$ cat config.mk
export PLATFORM = sky130hd
export DESIGN_NAME = dcc_accessory_packet_decode
export DESIGN_NICKNAME = d
export VERILOG_FILES = /design/src/design/dap_pkg.sv /design/src/design/dap_front.sv /design/src/design/dap_queue.sv /design/src/design/dap_back.sv /design/src/design/dcc_accessory_packet_decode.sv
export VERILOG_INCLUDE_DIRS = /design/src /design/src/design
export SDC_FILE = /design/constraint.sdc
export NUM_CORES = 1
export LEC_CHECK = 0
export BUFFER_PORTS_ARGS = -buffer_cell sky130_fd_sc_hd__buf_2
export CORE_MARGIN = 10
export CORE_UTILIZATION = 47
export CTS_BUF_LIST = sky130_fd_sc_hd__clkbuf_2
export DETAILED_ROUTE_END_ITERATION = 10
export PLACE_DENSITY = 0.63
export RECOVER_POWER = 25
export SLEW_MARGIN = 40
export SYNTH_ARGS = -nofsm -noshare
export SYNTH_HDL_FRONTEND = slang
export SYNTH_HIERARCHICAL = 1
export SYNTH_SLANG_ARGS = --single-unit
export TNS_END_PERCENT = 5
$ cat constraint.sdc
create_clock -name clk -period 4.9 [get_ports clk]
set_clock_uncertainty 0.1 [all_clocks]
set_input_delay 0 -clock clk [delete_from_list [all_inputs] [get_ports clk]]
set_output_delay 0 -clock clk [all_outputs]
set_load 0.005 [all_outputs]
$ cat src/design/dcc_accessory_packet_decode_macros.svh
// Assertion macros shared by the accessory packet decoder modules.
`ifndef DCC_ACCESSORY_PACKET_DECODE_MACROS_SVH
`define DCC_ACCESSORY_PACKET_DECODE_MACROS_SVH
`ifndef NO_ASSERTIONS
`define DAP_ASSERT_IMPLY(name, clk, rst, ante, cons) \
  name: assert property (@(posedge clk) disable iff (rst) (ante) |-> (cons)) \
    else $error("dap assertion failed");
`define DAP_ASSERT_NEXT(name, clk, rst, ante, cons) \
  name: assert property (@(posedge clk) disable iff (rst) (ante) |=> (cons)) \
    else $error("dap assertion failed");
`else
`define DAP_ASSERT_IMPLY(name, clk, rst, ante, cons)
`define DAP_ASSERT_NEXT(name, clk, rst, ante, cons)
`endif
`endif

$ cat src/design/dap_pkg.sv
// Types and constants of the accessory packet decoder.
package dap_pkg;

  localparam int unsigned IN_DATA_W           = 32;
  localparam int unsigned OUT_DATA_W          = 56;
  localparam int unsigned CFG_INDEX_W         = 2;
  localparam int unsigned CFG_DATA_W          = 16;
  localparam int unsigned QUEUE_DEPTH_DEFAULT = 4;

  // Configuration register indexes.
  localparam logic [CFG_INDEX_W-1:0] CFG_MASTER_STYLE = 2'd0;
  localparam logic [CFG_INDEX_W-1:0] CFG_OWN_FIRST    = 2'd1;
  localparam logic [CFG_INDEX_W-1:0] CFG_OWN_LAST     = 2'd2;

  // Command-station styles for the address correction.
  localparam logic [1:0] STYLE_STANDARD  = 2'd0;
  localparam logic [1:0] STYLE_COMPENSATE = 2'd1;
  localparam logic [1:0] STYLE_NO_OFFSET  = 2'd2;

  // Result codes.
  localparam logic [1:0] RES_IGNORE  = 2'd0;
  localparam logic [1:0] RES_FOREIGN = 2'd1;
  localparam logic [1:0] RES_OWN     = 2'd2;
  localparam logic [1:0] RES_CV      = 2'd3;

  localparam logic [3:0]  LEN_THREE      = 4'd3;
  localparam logic [3:0]  LEN_FOUR       = 4'd4;
  localparam logic [3:0]  LEN_SIX        = 4'd6;
  localparam logic [8:0]  BROADCAST_RAW  = 9'd511;
  localparam logic [3:0]  CV_PREFIX      = 4'b1110;
  localparam logic [9:0]  COMP_OFFSET    = 10'd64;

  localparam logic [15:0] OWN_ADDR_RESET    = 16'hFFFF;
  localparam logic [15:0] LAST_ADDR_RESET   = 16'hFFFF;
  localparam logic [2:0]  LAST_DEVICE_RESET = 3'd0;
  localparam logic [7:0]  LAST_CMD_RESET    = 8'd0;
  localparam logic [7:0]  LAST_ASPECT_RESET = 8'hFF;

  typedef enum logic [1:0] {
    KIND_BASIC,
    KIND_ASPECT,
    KIND_CV,
    KIND_OTHER
  } len_kind_t;

  typedef struct packed {
    logic [1:0]  master_style;
    logic [15:0] own_first;
    logic [15:0] own_last;
  } dap_cfg_t;

  // One classified packet as it waits between front and back.
  typedef struct packed {
    logic [15:0] addr;
    logic [15:0] oaddr;
    logic [7:0]  cmd;
    logic [7:0]  aspect;
    logic [7:0]  head;
    logic        mine;
    len_kind_t   kind;
    logic        cv_match;
  } dap_item_t;

  localparam int unsigned ITEM_W = $bits(dap_item_t);

endpackage

$ cat src/design/dap_front.sv
// Front part: forms the corrected address and classifies one packet.
module dap_front
  import dap_pkg::*;
(
  input  dap_cfg_t    cfg,
  input  logic [7:0]  first_byte,
  input  logic [7:0]  second_byte,
  input  logic [7:0]  third_byte,
  input  logic [3:0]  packet_length,
  output dap_item_t   item
);

  logic [8:0]  raw;
  logic [9:0]  raw_comp;
  logic [15:0] addr;
  logic [2:0]  turnout;
  logic        mine;
  len_kind_t   kind;

  assign raw = {~second_byte[6:4], first_byte[5:0]};

  // The compensated style adds a block of 64 when the low bits are all zero.
  assign raw_comp = (first_byte[5:0] == 6'd0) ? ({1'b0, raw} + COMP_OFFSET) : {1'b0, raw};

  always_comb begin
    case (cfg.master_style)
      STYLE_NO_OFFSET:  addr = {7'd0, raw};
      STYLE_COMPENSATE: addr = {6'd0, raw_comp} - 16'd1;
      default:          addr = {7'd0, raw} - 16'd1;
    endcase
  end

  assign turnout = {1'b0, second_byte[2:1]} + 3'd1;
  assign mine = ((addr >= cfg.own_first) && (addr <= cfg.own_last)) || (raw == BROADCAST_RAW);

  always_comb begin
    case (packet_length)
      LEN_THREE: kind = KIND_BASIC;
      LEN_FOUR:  kind = KIND_ASPECT;
      LEN_SIX:   kind = KIND_CV;
      default:   kind = KIND_OTHER;
    endcase
  end

  always_comb begin
    item.addr     = addr;
    item.oaddr    = {addr[13:0], 2'b00} + {13'd0, turnout};
    item.cmd      = second_byte;
    item.aspect   = third_byte;
    item.head     = (mine && (kind == KIND_ASPECT)) ? third_byte : 8'd0;
    item.mine     = mine;
    item.kind     = kind;
    item.cv_match = (third_byte[7:4] == CV_PREFIX);
  end

endmodule

$ cat src/design/dap_queue.sv
// Short first-in first-out queue between front and back.
`include "dcc_accessory_packet_decode_macros.svh"
module dap_queue
  import dap_pkg::*;
#(
  parameter int unsigned WIDTH = ITEM_W,
  parameter int unsigned DEPTH = QUEUE_DEPTH_DEFAULT
) (
  input  logic             clk,
  input  logic             rst,
  input  logic             push,
  input  logic [WIDTH-1:0] push_data,
  output logic             full,
  input  logic             pop,
  output logic [WIDTH-1:0] pop_data,
  output logic             not_empty
);

  localparam int unsigned PTR_W = (DEPTH > 1) ? $clog2(DEPTH) : 1;
  localparam int unsigned CNT_W = $clog2(DEPTH + 1);
  localparam logic [PTR_W-1:0] LAST_SLOT = PTR_W'(DEPTH - 1);
  localparam logic [CNT_W-1:0] FULL_COUNT = CNT_W'(DEPTH);

  logic [WIDTH-1:0] slots [DEPTH];
  logic [PTR_W-1:0] wr_ptr;
  logic [PTR_W-1:0] rd_ptr;
  logic [CNT_W-1:0] count;
  logic             do_push;
  logic             do_pop;

  assign full      = (count == FULL_COUNT);
  assign not_empty = (count != '0);
  assign do_push   = push && !full;
  assign do_pop    = pop && not_empty;
  assign pop_data  = slots[rd_ptr];

  always_ff @(posedge clk) begin
    if (rst) begin
      wr_ptr <= '0;
      rd_ptr <= '0;
      count  <= '0;
    end else begin
      if (do_push) begin
        wr_ptr <= (wr_ptr == LAST_SLOT) ? '0 : wr_ptr + PTR_W'(1);
      end
      if (do_pop) begin
        rd_ptr <= (rd_ptr == LAST_SLOT) ? '0 : rd_ptr + PTR_W'(1);
      end
      if (do_push && !do_pop) begin
        count <= count + CNT_W'(1);
      end else if (do_pop && !do_push) begin
        count <= count - CNT_W'(1);
      end
    end
  end

  always_ff @(posedge clk) begin
    if (do_push) begin
      slots[wr_ptr] <= push_data;
    end
  end

  `DAP_ASSERT_NEXT(a_count_up, clk, rst, do_push && !do_pop, count == $past(count) + CNT_W'(1))
  `DAP_ASSERT_NEXT(a_count_down, clk, rst, do_pop && !do_push, count == $past(count) - CNT_W'(1))

endmodule

$ cat src/design/dap_back.sv
// Back part: retransmission filter, last-value state and output register.
`include "dcc_accessory_packet_decode_macros.svh"
module dap_back
  import dap_pkg::*;
(
  input  logic                  clk,
  input  logic                  rst,
  input  logic                  item_valid,
  input  dap_item_t             item,
  output logic                  pop,
  output logic                  m_axis_tvalid,
  input  logic                  m_axis_tready,
  output logic [OUT_DATA_W-1:0] m_axis_tdata
);

  logic [15:0] last_address;
  logic [2:0]  last_device;
  logic [7:0]  last_command_byte;
  logic [7:0]  last_aspect_byte;

  logic        same_addr;
  logic        same_cmd;
  logic [1:0]  code_next;
  logic        store_dev;
  logic        store_cmd;
  logic        store_aspect;
  logic [OUT_DATA_W-1:0] tdata_next;

  assign pop       = item_valid && (!m_axis_tvalid || m_axis_tready);
  assign same_addr = (item.addr == last_address);
  assign same_cmd  = (item.cmd == last_command_byte);

  always_comb begin
    code_next    = RES_IGNORE;
    store_dev    = 1'b0;
    store_cmd    = 1'b0;
    store_aspect = 1'b0;
    if (!item.mine) begin
      if (!(same_addr && (item.cmd[2:0] == last_device))) begin
        store_dev = 1'b1;
        code_next = RES_FOREIGN;
      end
    end else begin
      case (item.kind)
        KIND_BASIC: begin
          if (!(same_addr && same_cmd)) begin
            store_cmd = 1'b1;
            code_next = item.cmd[7] ? RES_OWN : RES_IGNORE;
          end
        end
        KIND_ASPECT: begin
          if (!(same_addr && same_cmd && (item.aspect == last_aspect_byte))) begin
            store_cmd    = 1'b1;
            store_aspect = 1'b1;
            code_next    = RES_OWN;
          end
        end
        KIND_CV: begin
          code_next = item.cv_match ? RES_CV : RES_IGNORE;
        end
        default: begin
          code_next = RES_IGNORE;
        end
      endcase
    end
  end

  assign tdata_next = {5'd0, item.head, item.cmd[7], item.cmd[3], item.cmd[2:0],
                       item.cmd[0], {1'b0, item.cmd[2:1]} + 3'd1,
                       item.oaddr, item.addr, code_next};

  always_ff @(posedge clk) begin
    if (rst) begin
      last_address      <= LAST_ADDR_RESET;
      last_device       <= LAST_DEVICE_RESET;
      last_command_byte <= LAST_CMD_RESET;
      last_aspect_byte  <= LAST_ASPECT_RESET;
      m_axis_tvalid     <= 1'b0;
    end else begin
      if (pop) begin
        if (store_dev || store_cmd) begin
          last_address <= item.addr;
        end
        if (store_dev) begin
          last_device <= item.cmd[2:0];
        end
        if (store_cmd) begin
          last_command_byte <= item.cmd;
        end
        if (store_aspect) begin
          last_aspect_byte <= item.aspect;
        end
        m_axis_tvalid <= 1'b1;
      end else if (m_axis_tready) begin
        m_axis_tvalid <= 1'b0;
      end
    end
  end

  always_ff @(posedge clk) begin
    if (pop) begin
      m_axis_tdata <= tdata_next;
    end
  end

  // A foreign packet always leaves its address as the last one seen.
  `DAP_ASSERT_NEXT(a_foreign_last, clk, rst, pop && !item.mine, last_address == $past(item.addr))
  `DAP_ASSERT_IMPLY(a_own_is_mine, clk, rst, pop && (code_next == RES_OWN), item.mine)

endmodule

$ cat src/design/dcc_accessory_packet_decode.sv
// Top level of the accessory packet decoder: config registers, front, queue, back.
//
// Decodes one received accessory packet per transfer into one result transfer.
// The block takes one packet every clock cycle while its queue is not full; a
// result passes the queue and then the output register before it appears on
// the master side. The front classifies packets combinationally into a
// QUEUE_DEPTH-entry queue, and the back applies the retransmission filter
// against its last-value registers, one packet per cycle unless the output
// is stalled, into an output register; that single state update per cycle
// sets the rate. Configuration writes take effect in the cycle after the write.
module dcc_accessory_packet_decode
  import dap_pkg::*;
#(
  parameter int unsigned QUEUE_DEPTH = QUEUE_DEPTH_DEFAULT
) (
  input  logic                   clk,
  input  logic                   rst,
  input  logic                   cfg_we,
  input  logic [CFG_INDEX_W-1:0] cfg_index,
  input  logic [CFG_DATA_W-1:0]  cfg_wdata,
  input  logic                   s_axis_tvalid,
  output logic                   s_axis_tready,
  // first_byte, second_byte, third_byte, packet_length, zero fill
  input  logic [IN_DATA_W-1:0]   s_axis_tdata,
  output logic                   m_axis_tvalid,
  input  logic                   m_axis_tready,
  // result_code, decoder_address, output_address, turnout, position, device,
  // activate, is_basic, signal_head, zero fill
  output logic [OUT_DATA_W-1:0]  m_axis_tdata
);

  dap_cfg_t  cfg;
  dap_item_t front_item;
  dap_item_t back_item;
  logic      queue_full;
  logic      queue_valid;
  logic      queue_pop;

  always_ff @(posedge clk) begin
    if (rst) begin
      cfg.master_style <= STYLE_STANDARD;
      cfg.own_first    <= OWN_ADDR_RESET;
      cfg.own_last     <= OWN_ADDR_RESET;
    end else if (cfg_we) begin
      case (cfg_index)
        CFG_MASTER_STYLE: cfg.master_style <= cfg_wdata[1:0];
        CFG_OWN_FIRST:    cfg.own_first    <= cfg_wdata;
        CFG_OWN_LAST:     cfg.own_last     <= cfg_wdata;
        default:          ;
      endcase
    end
  end

  dap_front u_front (
    .cfg           (cfg),
    .first_byte    (s_axis_tdata[7:0]),
    .second_byte   (s_axis_tdata[15:8]),
    .third_byte    (s_axis_tdata[23:16]),
    .packet_length (s_axis_tdata[27:24]),
    .item          (front_item)
  );

  assign s_axis_tready = !queue_full;

  dap_queue #(
    .WIDTH (ITEM_W),
    .DEPTH (QUEUE_DEPTH)
  ) u_queue (
    .clk       (clk),
    .rst       (rst),
    .push      (s_axis_tvalid),
    .push_data (front_item),
    .full      (queue_full),
    .pop       (queue_pop),
    .pop_data  (back_item),
    .not_empty (queue_valid)
  );

  dap_back u_back (
    .clk           (clk),
    .rst           (rst),
    .item_valid    (queue_valid),
    .item          (back_item),
    .pop           (queue_pop),
    .m_axis_tvalid (m_axis_tvalid),
    .m_axis_tready (m_axis_tready),
    .m_axis_tdata  (m_axis_tdata)
  );

endmodule

==> flow_summary.ini <==
[grt]
grt_pass1_vias = 9727
antenna_found_initial = 1
grt_pass1_wl_mm = 52.7
busiest_layer = met2
use_met3_pct = 3.84
grt_usage_pct = 16.1
gr-total-overflow = 0
use_met1_pct = 20.1
met2_usage_pct = 27.0
grt_max_degree = 72

[place]
pre_cts_slack_ns = 0.679
place_area_um2 = 16800
gp_congestion = 0.833
dp_hpwl_mm = 21.0
port_buffers = 101

[clocking]
cts.sinks = 369
cts_resized = 0
clkTransAtPathRegs_ns = 0.11
cts_tree = built
clk_latency_ns = 0.89
htree_levels = 3
root_buffer = clkbuf_2
cts_buffer_depth = 3
cts_buffers = 93
ctsHoldBuffers = 109
post_cts_buffers = 0

[timing]
min_period_ns = 4.41
maxSlewViolCount = 32
finalSetupViolCount = 0
setup_ws_ns = 0.488
slew_headroom_pct = -17.9
fmax_ghz = 0.227
grt_setup_unrepaired = false
period_share_pct = 90.0
finalHoldViolations = 0
worst_pin_slew_ns = 1.77
setup_tns_ns = 0

[setup_path]
worst-r2r-cell-count = 7
r2r-end = u_back/last_address[9]$_SDFFE_PP1P_
cp_data_required_time_ns = 5.61
crit_end = u_back/last_address[9]$_SDFFE_PP1P_
crit_type = reg2reg
cp-end-kind = flip-flop
reg2reg_slack_ns = 0.49
crit_chain = clkbuf_1 -> mux4_2 -> xor2_1 -> nor3_1 -> a211oi_4 -> nor2_8 -> mux2i_1
start_kind = flip-flop
cp_top_family = buffers and inverters
crit_buf_inv = 1
cpPeakStageDelay_ns = 1.10
slowest_stage = clkbuf_1
worstPathArrival_ns = 5.12
path_depth = 7
critPathMaxFanout = 22

[run_status]
status = finished, violations left
violations = max-capacitance violations, max-slew violations

[pwr]
clockPowerShare_pct = 23.6
combPwrFrac_pct = 25.8
seqPwrFrac_pct = 50.6
ir_drop_mv = 0.257
netSwitchingFraction_pct = 31.0
netSwitchingPower_mw = 2.68
p_per_area_nw_per_um2 = 463
internal-power_mw = 5.97
total_power_mw = 8.65
p_leak_nw = 7.19

[synthesis]
synth.distinct_cells = 76
async_flop_share_pct = 0
synth_ff_type = edfxtp_1
synth-edff-count = 290
avgSynthCellArea_um2 = 15.2
synth_top_family_by_area = multiplexers
synthSimpleGateAreaFrac_pct = 8.00
synth_compound_gate_area_share_pct = 3.59
synth_xor_xnor_area_share_pct = 2.64
synth-seq-cells = 369
synth.area.mux_share_pct = 13.2
mappedNetlistArea_um2 = 15900
yosys_warnings = 6
synth_cells = 1046
synth-adder-area-share_pct = 3.81
ys_seq_area_share_pct = 64.6

[route]
vias = 9281
vias_per_cell = 5.04
drtIter0Drc = 481
route.detailed.drc = 0
wire_per_inst_um = 18.2
ant_nets = 0
drt-pass1-iter-count = 5
totalWireLength_mm = 33.6

[floorplanning]
core_region_area_um2 = 33500
die-area_um2 = 41700
die_y_um = 204
die_x_um = 204
initial_utilization_pct = 47.5
row_count = 67
ios = 113

[cells_and_area]
nets = 1417
area_delta_synth_final_pct = 17.1
stdcell_area_um2 = 18700
drive_above_1_share_pct = 22.7
finish.utilization_pct = 55.7

[hold_path]
min_path_cells = 6
min-delay-path-class = in2reg

[job]
cap_violations = 1
[synthesized netlist by cell type (3+ instances only)]
library cell  instances  area (um2)
a21o_1                3        22.5
nand2_1              26        97.6
clkbuf_1             11        41.3
o21a_1                6        45.0
xor2_1               12         105
mux4_2               60        1350
inv_1                48         180
nor2_1              127         477
nor3_1               15        75.1
dfxtp_1              79        1580
buf_6                 4        45.0
buf_12                3        60.1
mux2i_1              73         731
ha_1                 47         588
nand3b_1              4        30.0
xnor2_1              36         315
and3_2                5        37.5
a211oi_1              4        30.0
a31oi_1               3        18.8
buf_2                15        75.1
a21oi_1              18        90.1
a21boi_0              3        22.5
nand2b_1             12        75.1
edfxtp_1            290        8710
nor2b_1               9        56.3
o21ai_0              12        60.1
o211ai_1              3        22.5
nand3_1              10        50.1
nand4_1              15        93.8
buf_4                34         255
[routing by layer]
layer | share of wire, % | wire (um) | up-vias
met2 | 50 | 16900 | 209
met5 | 0 | 0 | -
met1 | 43 | 14500 | 4554
li1 | - | - | 4480
met4 | 1.5 | 493 | 0
met3 | 5.0 | 1670 | 38
[how the worst min path moves through the flow]
stage	start	to	slack, ns
floorplan	s_axis_tvalid	u_queue/wr_ptr[0]$_SDFFE_PP0P_	0.05
global placement	s_axis_tdata[15]	u_queue/slots[2][27]$_DFFE_PP_	0.12
detailed placement	s_axis_tdata[15]	u_queue/slots[3][27]$_DFFE_PP_	0.12
CTS	rst	u_back/last_address[6]$_SDFFE_PP1P_	0.03
global route	s_axis_tdata[10]	u_queue/slots[1][31]$_DFFE_PP_	0.09
finish	s_axis_tdata[27]	u_queue/slots[1][4]$_DFFE_PP_	0.16
[logic make-up after synthesis]
group,after synthesis
flip-flops,369
AND/OR/NAND/NOR,251
multiplexers,134
buffers and inverters,118
AO/OA/AOI/OAI,77
adder cells (fa/ha/maj),48
XOR/XNOR,48
other,1
[cells in the final DEF (no fill, tap or decap), types with 4 or more instances in the layout]
| master | n |
|---|---|
| xor2_1 | 12 |
| nand3_1 | 10 |
| conb_1 | 5 |
| o21ai_0 | 13 |
| mux2i_1 | 73 |
| xnor2_1 | 36 |
| o21a_1 | 6 |
| clkinv_1 | 18 |
| clkbuf_2 | 151 |
| dlygate4sd3_1 | 109 |
| a211oi_1 | 4 |
| nor2_1 | 127 |
| nand2b_1 | 12 |
| ha_1 | 47 |
| buf_2 | 46 |
| nand3b_1 | 4 |
| nor3_1 | 15 |
| edfxtp_1 | 290 |
| dfxtp_1 | 78 |
| inv_1 | 48 |
| clkbuf_1 | 59 |
| nand2_1 | 26 |
| buf_4 | 22 |
| a21oi_1 | 18 |
| nand4_1 | 15 |
| mux4_2 | 60 |
| nor2b_1 | 9 |
[tightest hold or removal path, delay by kind of cell]
family	cells	cell delay [ns]
buffers and inverters	3	0.81
AND/OR/NAND/NOR	3	0.19
[area by class of cell]
cell class                 count  area, um2
antenna                        1       2.50
tap                          448        561
inverter                      50        189
fill                        2839      14900
sequential                   369      10300
clock inverter                24        120
timing repair buffer         237       1730
multi-input combinational    563       5010
clock buffer                 151        756
[power by group through the flow]
stage / Sequential [mW] / Clock [mW] / Combinational [mW]
after floorplan: 4.35 / 0 / 1.62
after global placement: 4.44 / 0 / 2.24
after detailed placement: 4.45 / 0 / 2.27
after CTS: 4.38 / 2.14 / 2.35
after global routing: 4.44 / 2.30 / 2.44
final: 4.37 / 2.04 / 2.23
[per-stage QoR]
stage | instances | hold WS (ns)
floorplan | 1050 | 0.0481
global placement | 1554 | 0.117
detailed placement | 1558 | 0.124
CTS | 1842 | 0.0251
global route | 1843 | 0.0850
finish | 1843 | 0.158
[flip-flops by register name (all words and copies together) (netlist names), named ones only]
name                      flops
u_back/m_axis_tdata          50
cfg                          34
u_queue/slots               240
u_queue/rd_ptr                2
u_back/last_device            3
u_back/m_axis_tvalid          1
u_back/last_address          16
u_queue/count                 3
u_queue/wr_ptr                2
u_back/last_command_byte      8
u_back/last_aspect_byte       8
Power figures use the tool's default switching activity.
